<file path="src/rtl/stl_pkg.sv">
// Shared types, sizes and codes of the software timer list.
`timescale 1ns / 1ps
`default_nettype none

package stl_pkg;

  localparam int NUM_TIMERS = 16;
  localparam int TICK_BITS  = 16;

  localparam int IDX_W  = (NUM_TIMERS > 1) ? $clog2(NUM_TIMERS) : 1;
  localparam int LINK_W = $clog2(NUM_TIMERS + 1);

  localparam logic [LINK_W-1:0] NULL_LINK = LINK_W'(NUM_TIMERS);

  typedef enum logic [1:0] {
    OP_TICK  = 2'd0,
    OP_INIT  = 2'd1,
    OP_START = 2'd2,
    OP_STOP  = 2'd3
  } stl_op_e;

  typedef struct packed {
    stl_op_e     opcode;
    logic [3:0]  timer_index;
    logic [15:0] ticks;
    logic [15:0] period;
    logic [7:0]  event_code;
    logic [5:0]  target_id;
  } stl_in_t;

  typedef struct packed {
    logic [3:0] expired_timer;
    logic [7:0] expired_event;
    logic [5:0] expired_target;
    logic       last;
  } stl_out_t;

  // Commands from the controller to the datapath.
  typedef struct packed {
    logic apply_op;
    logic walk_start;
    logic walk_step;
    logic flush;
  } stl_cmd_t;

  // Status from the datapath to the controller.
  typedef struct packed {
    logic walk_done;
    logic step_ok;
    logic pend_valid;
    logic flush_ok;
  } stl_sts_t;

endpackage

`default_nettype wire

</file>
<file path="src/rtl/stl_if.sv">
// Valid/ready channel interfaces for input and result items.
`timescale 1ns / 1ps
`default_nettype none

interface stl_in_if import stl_pkg::*; ();
  logic    valid;
  logic    ready;
  stl_in_t data;

  modport source (output valid, output data, input ready);
  modport sink   (input valid, input data, output ready);
endinterface

interface stl_out_if import stl_pkg::*; ();
  logic     valid;
  logic     ready;
  stl_out_t data;

  modport source (output valid, output data, input ready);
  modport sink   (input valid, input data, output ready);
endinterface

`default_nettype wire

</file>
<file path="src/rtl/stl_datapath.sv">
// Timer storage, list walk registers, pending result and output register.
`timescale 1ns / 1ps
`default_nettype none

module stl_datapath import stl_pkg::*; (
  input  logic          clk_i,
  input  logic          rst_ni,
  input  stl_in_t       in_data_i,
  input  stl_cmd_t      cmd_i,
  output stl_sts_t      sts_o,
  stl_out_if.source     out_o
);

  // Timer state
  logic [LINK_W-1:0]    next_link_q [NUM_TIMERS];
  logic [NUM_TIMERS-1:0] in_list_q;
  logic [TICK_BITS-1:0] remaining_q [NUM_TIMERS];
  logic [TICK_BITS-1:0] reload_q    [NUM_TIMERS];
  logic [7:0]           event_q     [NUM_TIMERS];
  logic [5:0]           receiver_q  [NUM_TIMERS];
  logic [LINK_W-1:0]    head_q;

  // Walk registers
  logic [LINK_W-1:0]    cur_q;
  logic [LINK_W-1:0]    prev_q;
  logic [LINK_W-1:0]    visits_q;

  // Pending result and output register
  logic                 pend_valid_q;
  logic [3:0]           pend_timer_q;
  logic [7:0]           pend_event_q;
  logic [5:0]           pend_target_q;
  logic                 out_valid_q;
  stl_out_t             out_data_q;

  logic [IDX_W-1:0]     op_idx;
  logic                 idx_ok;
  logic [TICK_BITS-1:0] op_ticks;
  logic [TICK_BITS-1:0] op_period;
  logic                 start_ok;

  logic [IDX_W-1:0]     cur_idx;
  logic [IDX_W-1:0]     prev_idx;
  logic [TICK_BITS-1:0] cur_rem;
  logic [TICK_BITS-1:0] rem_dec;
  logic [LINK_W-1:0]    cur_next;
  logic                 rem_zero;
  logic                 dec_zero;
  logic                 reload_zero;
  logic                 expire;
  logic                 do_unlink;
  logic                 keep;
  logic                 load_out;

  // Decode the addressed timer of an operation
  assign op_idx    = IDX_W'(in_data_i.timer_index);
  assign idx_ok    = 32'(in_data_i.timer_index) < 32'(NUM_TIMERS);
  assign op_ticks  = TICK_BITS'(in_data_i.ticks);
  assign op_period = TICK_BITS'(in_data_i.period);
  assign start_ok  = op_ticks != '0;

  // Evaluate the entry under the walk pointer
  assign cur_idx     = cur_q[IDX_W-1:0];
  assign prev_idx    = prev_q[IDX_W-1:0];
  assign cur_rem     = remaining_q[cur_idx];
  assign cur_next    = next_link_q[cur_idx];
  assign rem_dec     = cur_rem - TICK_BITS'(1);
  assign rem_zero    = cur_rem == '0;
  assign dec_zero    = rem_dec == '0;
  assign reload_zero = reload_q[cur_idx] == '0;
  assign expire      = cmd_i.walk_step && !rem_zero && dec_zero;
  assign do_unlink   = cmd_i.walk_step && (rem_zero || (dec_zero && reload_zero));
  assign keep        = cmd_i.walk_step && !do_unlink;
  assign load_out    = (expire && pend_valid_q) || cmd_i.flush;

  // Report walk and output status
  assign sts_o.walk_done  = (cur_q >= NULL_LINK) || (visits_q == LINK_W'(NUM_TIMERS));
  assign sts_o.step_ok    = !pend_valid_q || !out_valid_q || out_o.ready;
  assign sts_o.pend_valid = pend_valid_q;
  assign sts_o.flush_ok   = !out_valid_q || out_o.ready;

  assign out_o.valid = out_valid_q;
  assign out_o.data  = out_data_q;

  // Update timer state, list head and walk control
  always_ff @(posedge clk_i or negedge rst_ni) begin
    if (!rst_ni) begin
      for (int i = 0; i < NUM_TIMERS; i++) begin
        remaining_q[i] <= '0;
        reload_q[i]    <= '0;
        event_q[i]     <= '0;
        receiver_q[i]  <= '0;
      end
      in_list_q    <= '0;
      head_q       <= NULL_LINK;
      cur_q        <= NULL_LINK;
      prev_q       <= NULL_LINK;
      visits_q     <= '0;
      pend_valid_q <= 1'b0;
      out_valid_q  <= 1'b0;
    end else begin
      if (cmd_i.apply_op && idx_ok) begin
        unique case (in_data_i.opcode)
          OP_INIT: begin
            event_q[op_idx]     <= in_data_i.event_code;
            remaining_q[op_idx] <= '0;
          end
          OP_START: begin
            if (start_ok) begin
              receiver_q[op_idx]  <= in_data_i.target_id;
              remaining_q[op_idx] <= op_ticks;
              reload_q[op_idx]    <= op_period;
              if (!in_list_q[op_idx]) begin
                in_list_q[op_idx] <= 1'b1;
                head_q            <= LINK_W'(op_idx);
              end
            end
          end
          OP_STOP: begin
            remaining_q[op_idx] <= '0;
          end
          default: begin
          end
        endcase
      end

      if (cmd_i.walk_start) begin
        cur_q        <= head_q;
        prev_q       <= NULL_LINK;
        visits_q     <= '0;
        pend_valid_q <= 1'b0;
      end

      // Advance one list entry
      if (cmd_i.walk_step) begin
        cur_q    <= cur_next;
        visits_q <= visits_q + LINK_W'(1);
        if (!rem_zero) begin
          remaining_q[cur_idx] <= (dec_zero && !reload_zero) ? reload_q[cur_idx] : rem_dec;
        end
        if (do_unlink) begin
          in_list_q[cur_idx] <= 1'b0;
          if (prev_q == NULL_LINK) begin
            head_q <= cur_next;
          end
        end
        if (keep) begin
          prev_q <= cur_q;
        end
        if (expire) begin
          pend_valid_q <= 1'b1;
        end
      end

      if (cmd_i.flush) begin
        pend_valid_q <= 1'b0;
      end

      // Hold the result until taken
      if (load_out) begin
        out_valid_q <= 1'b1;
      end else if (out_o.ready) begin
        out_valid_q <= 1'b0;
      end
    end
  end

  // Write links and result payloads
  always_ff @(posedge clk_i) begin
    if (cmd_i.apply_op && idx_ok && in_data_i.opcode == OP_START && start_ok &&
        !in_list_q[op_idx]) begin
      next_link_q[op_idx] <= head_q;
    end
    if (do_unlink && prev_q != NULL_LINK) begin
      next_link_q[prev_idx] <= cur_next;
    end
    if (expire) begin
      pend_timer_q  <= 4'(cur_idx);
      pend_event_q  <= event_q[cur_idx];
      pend_target_q <= receiver_q[cur_idx];
    end
    if (load_out) begin
      out_data_q.expired_timer  <= pend_timer_q;
      out_data_q.expired_event  <= pend_event_q;
      out_data_q.expired_target <= pend_target_q;
      out_data_q.last           <= cmd_i.flush;
    end
  end

endmodule

`default_nettype wire

</file>
<file path="src/rtl/stl_ctrl.sv">
// Controller: accepts items and sequences the list walk of a tick.
`timescale 1ns / 1ps
`default_nettype none

module stl_ctrl import stl_pkg::*; (
  input  logic     clk_i,
  input  logic     rst_ni,
  input  logic     in_valid_i,
  input  stl_op_e  in_opcode_i,
  output logic     in_ready_o,
  input  stl_sts_t sts_i,
  output stl_cmd_t cmd_o
);

  typedef enum logic [1:0] {
    ST_IDLE,
    ST_WALK,
    ST_FLUSH
  } state_e;

  state_e state_q;
  state_e state_d;

  // Decode commands and next state
  always_comb begin
    state_d    = state_q;
    cmd_o      = '0;
    in_ready_o = 1'b0;
    unique case (state_q)
      ST_IDLE: begin
        in_ready_o = 1'b1;
        if (in_valid_i) begin
          if (in_opcode_i == OP_TICK) begin
            cmd_o.walk_start = 1'b1;
            state_d          = ST_WALK;
          end else begin
            cmd_o.apply_op = 1'b1;
          end
        end
      end
      ST_WALK: begin
        if (sts_i.walk_done) begin
          state_d = sts_i.pend_valid ? ST_FLUSH : ST_IDLE;
        end else begin
          cmd_o.walk_step = sts_i.step_ok;
        end
      end
      ST_FLUSH: begin
        if (sts_i.flush_ok) begin
          cmd_o.flush = 1'b1;
          state_d     = ST_IDLE;
        end
      end
      default: begin
        state_d = ST_IDLE;
      end
    endcase
  end

  // Hold state
  always_ff @(posedge clk_i or negedge rst_ni) begin
    if (!rst_ni) begin
      state_q <= ST_IDLE;
    end else begin
      state_q <= state_d;
    end
  end

endmodule

`default_nettype wire

</file>
<file path="src/rtl/software_timer_list.sv">
// Init, start and stop are applied when accepted; ready stays high between them.
// A tick visits the listed timers in list order (at most NUM_TIMERS), then finishes,
// and flushes a final result to the output when one is pending.
// New items wait until the tick is done, since there is a single walk pointer;
// a step that must move a result waits while the output is stalled.
// Reset (async, active low) empties the list and clears all counts, bindings and the output valid flag.
`timescale 1ns / 1ps
`default_nettype none

module software_timer_list import stl_pkg::*; (
  input  logic       clk_i,
  input  logic       rst_ni,
  stl_in_if.sink     in_i,
  stl_out_if.source  out_o
);

  stl_cmd_t cmd;
  stl_sts_t sts;
  logic     in_ready;

  assign in_i.ready = in_ready;

  // Sequence operations and walks
  stl_ctrl u_ctrl (
    .clk_i       (clk_i),
    .rst_ni      (rst_ni),
    .in_valid_i  (in_i.valid),
    .in_opcode_i (in_i.data.opcode),
    .in_ready_o  (in_ready),
    .sts_i       (sts),
    .cmd_o       (cmd)
  );

  // Store timers and produce results
  stl_datapath u_datapath (
    .clk_i     (clk_i),
    .rst_ni    (rst_ni),
    .in_data_i (in_i.data),
    .cmd_i     (cmd),
    .sts_o     (sts),
    .out_o     (out_o)
  );

endmodule

`default_nettype wire

</file>
<file path="src/flat_wrapper.sv">
// flat-port wrapper written by rule: the top's interface ports become plain ports
module software_timer_list_flat import stl_pkg::*;
  (clk_i, rst_ni, in_i_valid, in_i_data, in_i_ready, out_o_valid, out_o_data, out_o_ready);
  stl_in_if in_i_i ();
  stl_out_if out_o_i ();
  input  logic clk_i;
  input  logic rst_ni;
  input wire logic [$bits(in_i_i.valid)-1:0] in_i_valid;
  input wire logic [$bits(in_i_i.data)-1:0] in_i_data;
  output wire logic [$bits(in_i_i.ready)-1:0] in_i_ready;
  output wire logic [$bits(out_o_i.valid)-1:0] out_o_valid;
  output wire logic [$bits(out_o_i.data)-1:0] out_o_data;
  input wire logic [$bits(out_o_i.ready)-1:0] out_o_ready;
  assign in_i_i.valid = in_i_valid;
  assign in_i_i.data = in_i_data;
  assign in_i_ready = in_i_i.ready;
  assign out_o_valid = out_o_i.valid;
  assign out_o_data = out_o_i.data;
  assign out_o_i.ready = out_o_ready;
  software_timer_list u_core (.clk_i(clk_i), .rst_ni(rst_ni), .in_i(in_i_i), .out_o(out_o_i));
endmodule
</file>
<file path="config.mk">
export PLATFORM = sky130hd
export DESIGN_NAME = software_timer_list_flat
export DESIGN_NICKNAME = d
export VERILOG_FILES = /design/src/rtl/stl_pkg.sv /design/src/rtl/stl_if.sv /design/src/rtl/stl_datapath.sv /design/src/rtl/stl_ctrl.sv /design/src/rtl/software_timer_list.sv /design/src/flat_wrapper.sv
export SDC_FILE = /design/constraint.sdc
export NUM_CORES = 2
export LEC_CHECK = 0
export ABC_AREA = 1
export BUFFER_PORTS_ARGS = -buffer_cell sky130_fd_sc_hd__buf_2
export CORE_MARGIN = 2
export CORE_UTILIZATION = 65
export CTS_CLUSTER_SIZE = 16
export DETAILED_ROUTE_END_ITERATION = 10
export MAX_ROUTING_LAYER = met4
export PLACE_DENSITY = 0.82
export SLEW_MARGIN = 20
export SYNTH_ARGS = -nofsm -noshare
export SYNTH_HDL_FRONTEND = slang
export SYNTH_SLANG_ARGS = --single-unit
</file>
<file path="constraint.sdc">
create_clock -name clk_i -period 11.2 [get_ports clk_i]
set_input_delay 1.12 -clock clk_i [delete_from_list [all_inputs] [get_ports clk_i]]
set_output_delay 1.12 -clock clk_i [all_outputs]
set_load 0.1 [all_outputs]
</file>
# After elaboration in Yosys (flattened, before gate mapping)
# Memories as Yosys holds them, arrays and structs flattened.
# Index checks and enable logic that the tools add are counted.
# W data, S select, Z words.
# totals
register_bits	813
ram_bits	80
in_bits	56
out_inout_bits	21
word_cells	235
mem_count	1
# classes
add_sub_neg	2
order_cmp	9
eq_ne	12
n_mux	85
n_bitwise	7
reduce_logical	40
# memory_table
name	depth	word_bits	read_ports	rd_ports_with_merged_regs	wr	line	text
u_core.u_datapath.next_link_q	16	5	1	0	1	stl_datapath.sv:15	logic [LINK_W-1:0] next_link_q [NUM_TIMERS];
# op_table
op	n
$mux W256	4
$bwmux W256	3
$pmux W256 S2	1
$and A256 B256 Y256	1
$not A256 Y256	1
$mux W16	13
$bmux W16 S4	2
$bwmux W128	1
$demux W16 S4	2
$bwmux W96	1
$mux W5	15
$logic_not A16 Y1	3
$bmux W8 S4	1
$demux W8 S4	1
$bmux W6 S4	1
$demux W6 S4	1
$mux W8	3
$mux W1	21
$mux W6	3
$and A16 B16 Y16	1
$not A16 Y16	1
$or A16 B16 Y16	1
$reduce_bool A16 Y1	1
$sub A16 B1 Y16 const B	1
other kinds (27)	72

# Longest topological paths before layout
# depth
word_depth	14
mapped_depth	27
depth_no_buf	24

# Hierarchy
# Synthesis repeated with hierarchy kept, for this count alone.
# hier_totals
hier_cells	5490
area_unflattened_um2	44431.4
# by_module_without_submodules
module	n_inst	cells_each	area_each_um2	seq_area_each_um2
stl_datapath	1	5471	44306.2	22885.7
stl_ctrl	1	19	125.1	50.0

# Least setup slack after synthesis
# No wires, ideal clock.
# synth_path
kind	flip-flop to flip-flop
from	register u_core.u_ctrl.state_q[1]
to	register u_core.u_datapath.remaining_q[213] (netlist name)
setup_time_ns	0.120
arrival_ns	3.697
t_required_ns	11.080
slack_ns	7.383
path_stages_with_launch	13
n_path_buf	0
period_less_slack_ns	3.817
cell_sequence	dfrtp_1 -> nor2_1 -> nand2_1 -> nor2_1 -> clkinv_1 -> a21oi_1 -> inv_1 -> a21oi_1 -> inv_1 -> a22oi_1 -> nand2_1 -> o21ai_0 -> inv_1
# synth_via
elab_chain_len	6
elab_cells_between_ends	8
cone_classes	eq/ne (1); mux (6); reduce/logical (1)
# synth_rtl
item	line	text
start: declaration	stl_ctrl.sv:21	state_e state_q;
start signal: assignment	stl_ctrl.sv:65	state_q <= state_d;
$logic_not A2 Y1	stl_ctrl.sv:29	unique case (state_q)
$mux W2	stl_ctrl.sv:29	
$mux W256	stl_datapath.sv:102	if (cmd_i.apply_op && idx_ok) begin
$bwmux W256	stl_datapath.sv:139	remaining_q[cur_idx] <= (dec_zero && !reload_zero) ? reload_q[cur_idx] : rem_dec;
$mux W256	stl_datapath.sv:138	if (!rem_zero) begin
$mux W256 *	stl_datapath.sv:135	if (cmd_i.walk_step) begin
end signal: indexed assignment	stl_datapath.sv:111	remaining_q[op_idx] <= op_ticks;
end signal: indexed assignment	stl_datapath.sv:139	
end: declaration	stl_datapath.sv:17	logic [TICK_BITS-1:0] remaining_q [NUM_TIMERS];
# Mark *: on every way between the ends. The rest lies on a longest branch, timed or not.
# A chain may end at the register's enable or synchronous reset.

# Worst setup path in the final report
# layout_path
from	register u_core.u_datapath.cur_q[1]
to	register u_core.u_datapath.out_data_q, in the netlist u_core.u_datapath.out_o.data[14], enable pin
# layout_via
elab_chain_len	10
elab_cells_between_ends	16
cone_classes	add/sub (1); order compare (1); mux (5); bitwise (1); reduce/logical (8)
# layout_rtl
item	line	text
start: declaration	stl_datapath.sv:24	logic [LINK_W-1:0] cur_q;
start signal: assignment	stl_datapath.sv:128	cur_q <= head_q;
start signal: assignment	stl_datapath.sv:136	cur_q <= cur_next;
branches (longest 7 deep; another with $sub A16 B1 Y16)	n/a	
$logic_and A1 B1 Y1 *	stl_datapath.sv:71	assign expire = cmd_i.walk_step && !rem_zero && dec_zero;
$logic_and A1 B1 Y1 *	stl_datapath.sv:74	assign load_out = (expire && pend_valid_q) || cmd_i.flush;
$logic_or A1 B1 Y1 *	stl_datapath.sv:74	
via u_core.u_datapath.load_out	stl_datapath.sv:53	logic load_out;
end: declaration	stl_datapath.sv:34	stl_out_t out_data_q;
# Mark *: on every way through the listed nets, which the timed path passes. The select of a mux whose other input is x is not followed.

==> impl_results.md <==
- Status: finished clean
- Final min period: 6.95 ns
- CP max stage delay: 0.83 ns
- Largest vdd supply drop: 0.371 mV
- CTS tree: yes
- FMAX: ~140 MHz
- Syn Inst Count: 5239
- Starting DRT DRC Count: 6341
- Number of global-route vias before repair: 37700
- HP Class: reg2reg
- Arrival time worst endpoint: 7.26 ns
- TritonCTS Buffers: 91
- Setup TNS: 0 ns
- Routability cong.: 1.05
- Hold slack: 0.417 ns
- DPL Wire Length: between 80 and 90 mm
- Relative slew slack: 0.141
- DR WL/cell: 24.0 um
- Antenna violations before repair: 1
- First-pass GRT wire length: about 220 mm
- Post-synth top cells: nand2_1 (1487), o21ai_0 (831), dfrtp_1 (773)
- Clock sinks: 893
- Number of distinct library cells after synthesis: 48
- Least-Margin Pin Slew: between 1 and 1.5 ns
- Fin nets: ~5200
- Register area share after synthesis: 0.527
- Slew Limit Fails: 0
- Number of synthesized flops with an enable pin: 117
- Crit path kind: reg2reg
- DRT Wirelength: 146 mm
- CTS root buf: clkbuf_16
- Top cell by count, worst path: nand2_1
- Asr flop ratio synth: 0.869
- Starting Density: 0.659
- Post_cts resized: 0
- Setup crit start kind: register
- Share of layout cells above drive strength 1: 0.0666
- Area fraction of the dominant cell type after synthesis: 0.445
- Die footprint: 69000 sq um
- GR Util All Layers: 0.431
- Die X: 263 um
- Req. time, crit path: about 12 ns
- Final setup viols: 0
- Worst skew pair latency: ~0.7 ns
- Area grow syn2layout: 8.96%
- FP Rows: 94
- Drt drc: 0
- Crit-path cells: buf_4 -> inv_2 -> nor2_4 -> buf_4 -> buf_4 -> nand2_1 -> nand3_1 -> nand2_1 -> nand2_1 -> nor2_1 -> inv_1 -> nor3_1 -> nand4_1 -> inv_1 -> nor2_2 -> nand2_1 -> inv_1 -> nand2_1 -> nand2_1
- Worst Skew: around 0.045 ns
- Ports: 77
- Count leader, synth: nand2_1
- H-tree depth: 3
- Clk slew on worst S/H paths: 0.06 ns
- Port bufs: 76
- Critical-path maximum fanout: 72
- PD cells: 266 nW/um^2
- Clk buf depth: 3
- Die boundary height: 263 um
- Ranking of synthesized cells by area: dfrtp_1 (44%), nand2_1 (13%), o21ai_0 (9.6%), edfxtp_1 (8.1%), a22oi_1 (5.5%)
- Crit. End Element: register
- Synth Net Count: about 5300
- Final ANT Viol Nets: 0
- Cell Area, Synth: 43500 sq um
- Static Leak: ~22 nW
- Cell taking the most area after synthesis: dfrtp_1
- Largest net degree at the start of global routing: ~190
- Slowest stage cell, crit path: buf_4
- Hold bufs inserted after CTS: 0
- DR pass1 iterations: 9
- RSZ-0062 raised after global routing: no
- Max-Cap Viols: 0
- Met1 Track Usage GR: 0.570
- Area of the core: 66000 sq um
- Most Crowded Layer GR: met2
- Grt ovf: 0
- Vias: 40200
- Ys flop type: dfrtp_1
- DR vias/cell: 6.62
- Syn_area_per_cell: 8.30 sq um
- Tcrit/Tclk final: 0.621
- Met3 global-route usage: 0.115
- Yosys reg bits: 893
- Fin. Hold Viols: 0
- # Post-CTS Setup Buffers: 0
- Met2 usage: 0.606
- Synth warnings: 0
[kinds of logic (layout without fill, tap and decap cells)]
| kind of cell | after synthesis | count (layout) | synth area share |
|---|---|---|---|
| and+or+nand+nor | 1887 | 1887 | 0.170 |
| AOI/OAI and AO/OA | 1663 | 1663 | 0.228 |
| DFF | 893 | 893 | 0.527 |
| buffers and inverters | 788 | 761 | 0.0728 |
| adders and majority gates | 4 | 4 | 0.00115 |
| xor gates and xnor gates | 4 | 4 | 0.000806 |
| other | 0 | 1 | 0 |
[power breakdown]
| group | switching (mW) | internal (mW) | leakage (nW) |
|---|---|---|---|
| sequential | 0.381 | 3.95 | 11.5 |
| combinational | 3.83 | 1.14 | 9.29 |
| clock | 1.35 | 1.95 | 1.60 |
| total | 5.55 | 7.04 | 22.4 |
[path summary, 6_finish.rpt]
kind | start | end | slack, ns | cells after the start
setup reg to reg | u_core.u_datapath.cur_q[1]$_DFFE_PN0P_ | u_core.u_datapath.out_o.data[14]$_DFFE_PP_ | 4.25 | 19
min in group asynchronous | rst_ni | u_core.u_datapath.visits_q[0]$_DFFE_PN0P_ | 0.44 | 1
max in group asynchronous | rst_ni | u_core.u_datapath.event_q[123]$_DFFE_PN0P_ | 8.31 | 4
hold reg to reg | u_core.u_datapath.pend_timer_q[1]$_DFFE_PN_ | u_core.u_datapath.out_o.data[16]$_DFFE_PP_ | 0.42 | 0
hold / removal | u_core.u_datapath.pend_timer_q[1]$_DFFE_PN_ | u_core.u_datapath.out_o.data[16]$_DFFE_PP_ | 0.42 | 0
setup / recovery | u_core.u_datapath.cur_q[1]$_DFFE_PN0P_ | u_core.u_datapath.out_o.data[14]$_DFFE_PP_ | 4.25 | 19
[metrics by stage]
stage                     utilization  power (mW)  setup WS (ns)  std cells  cell area (sq um)
after global routing            0.718        13.0           4.02       6077              47400
final                           0.718        12.6           4.25       6077              47400
after floorplan                     -        7.29           7.38       5239              43500
after global placement          0.668        8.93           4.71       5907              44100
after CTS                       0.718        12.3           4.55       6075              47300
after detailed placement        0.668        9.02           4.62       5907              44100
[layer usage]
| layer | share of wire | routed length [um] |
|---|---|---|
| met4 | 0.065 | 9520 |
| met5 | 0 | 0 |
| met3 | 0.13 | 19500 |
| met2 | 0.43 | 62300 |
| met1 | 0.37 | 54400 |
[worst max-delay path: cells and delay by family, from the launching register on]
kind                   cells  cell delay [ns]
buffers and inverters      7             3.06
DFF                        1             0.34
and+or+nand+nor           12             3.01
[area by class of cell]
class,count,area (sq um)
diodes,1,2.50
clock buffers,136,2740
clock inverters,32,513
fillers,5018,18600
inverters,458,1720
multi-input cells,3558,17500
flip-flops and latches,893,22900
well taps,864,1080
repair buffers,135,891
[sequential cells by signal (all words and copies together), names as in the netlist, 4 cells and up]
name                             flops
u_core.u_datapath.remaining_q      256
u_core.u_datapath.in_list_q         16
u_core.u_datapath.pend_event_q       8
u_core.u_datapath.cur_q              5
u_core.u_datapath.visits_q           5
u_core.u_datapath.receiver_q        96
u_core.u_datapath.out_o.data        19
u_core.u_datapath.pend_timer_q       4
u_core.u_datapath.reload_q         256
u_core.u_datapath.next_link_q       80
u_core.u_datapath.prev_q             5
u_core.u_datapath.event_q          128
u_core.u_datapath.pend_target_q      6
u_core.u_datapath.head_q             5
[cells in the final DEF (no fill, tap or decap), types with 39 or more instances in the layout]
cell type and count:
o22ai_1 39, a22oi_1 317, nand3_1 48, o32ai_1 51, inv_1 441, nand2_1 1472, clkbuf_16 92, a21oi_1 150
buf_4 55, dfrtp_1 771, buf_2 75, o221ai_1 45, o21ai_0 830, o211ai_1 83, nor2_1 261, o21ai_1 121
edfxtp_1 117
(Power assumes the default switching activity.)
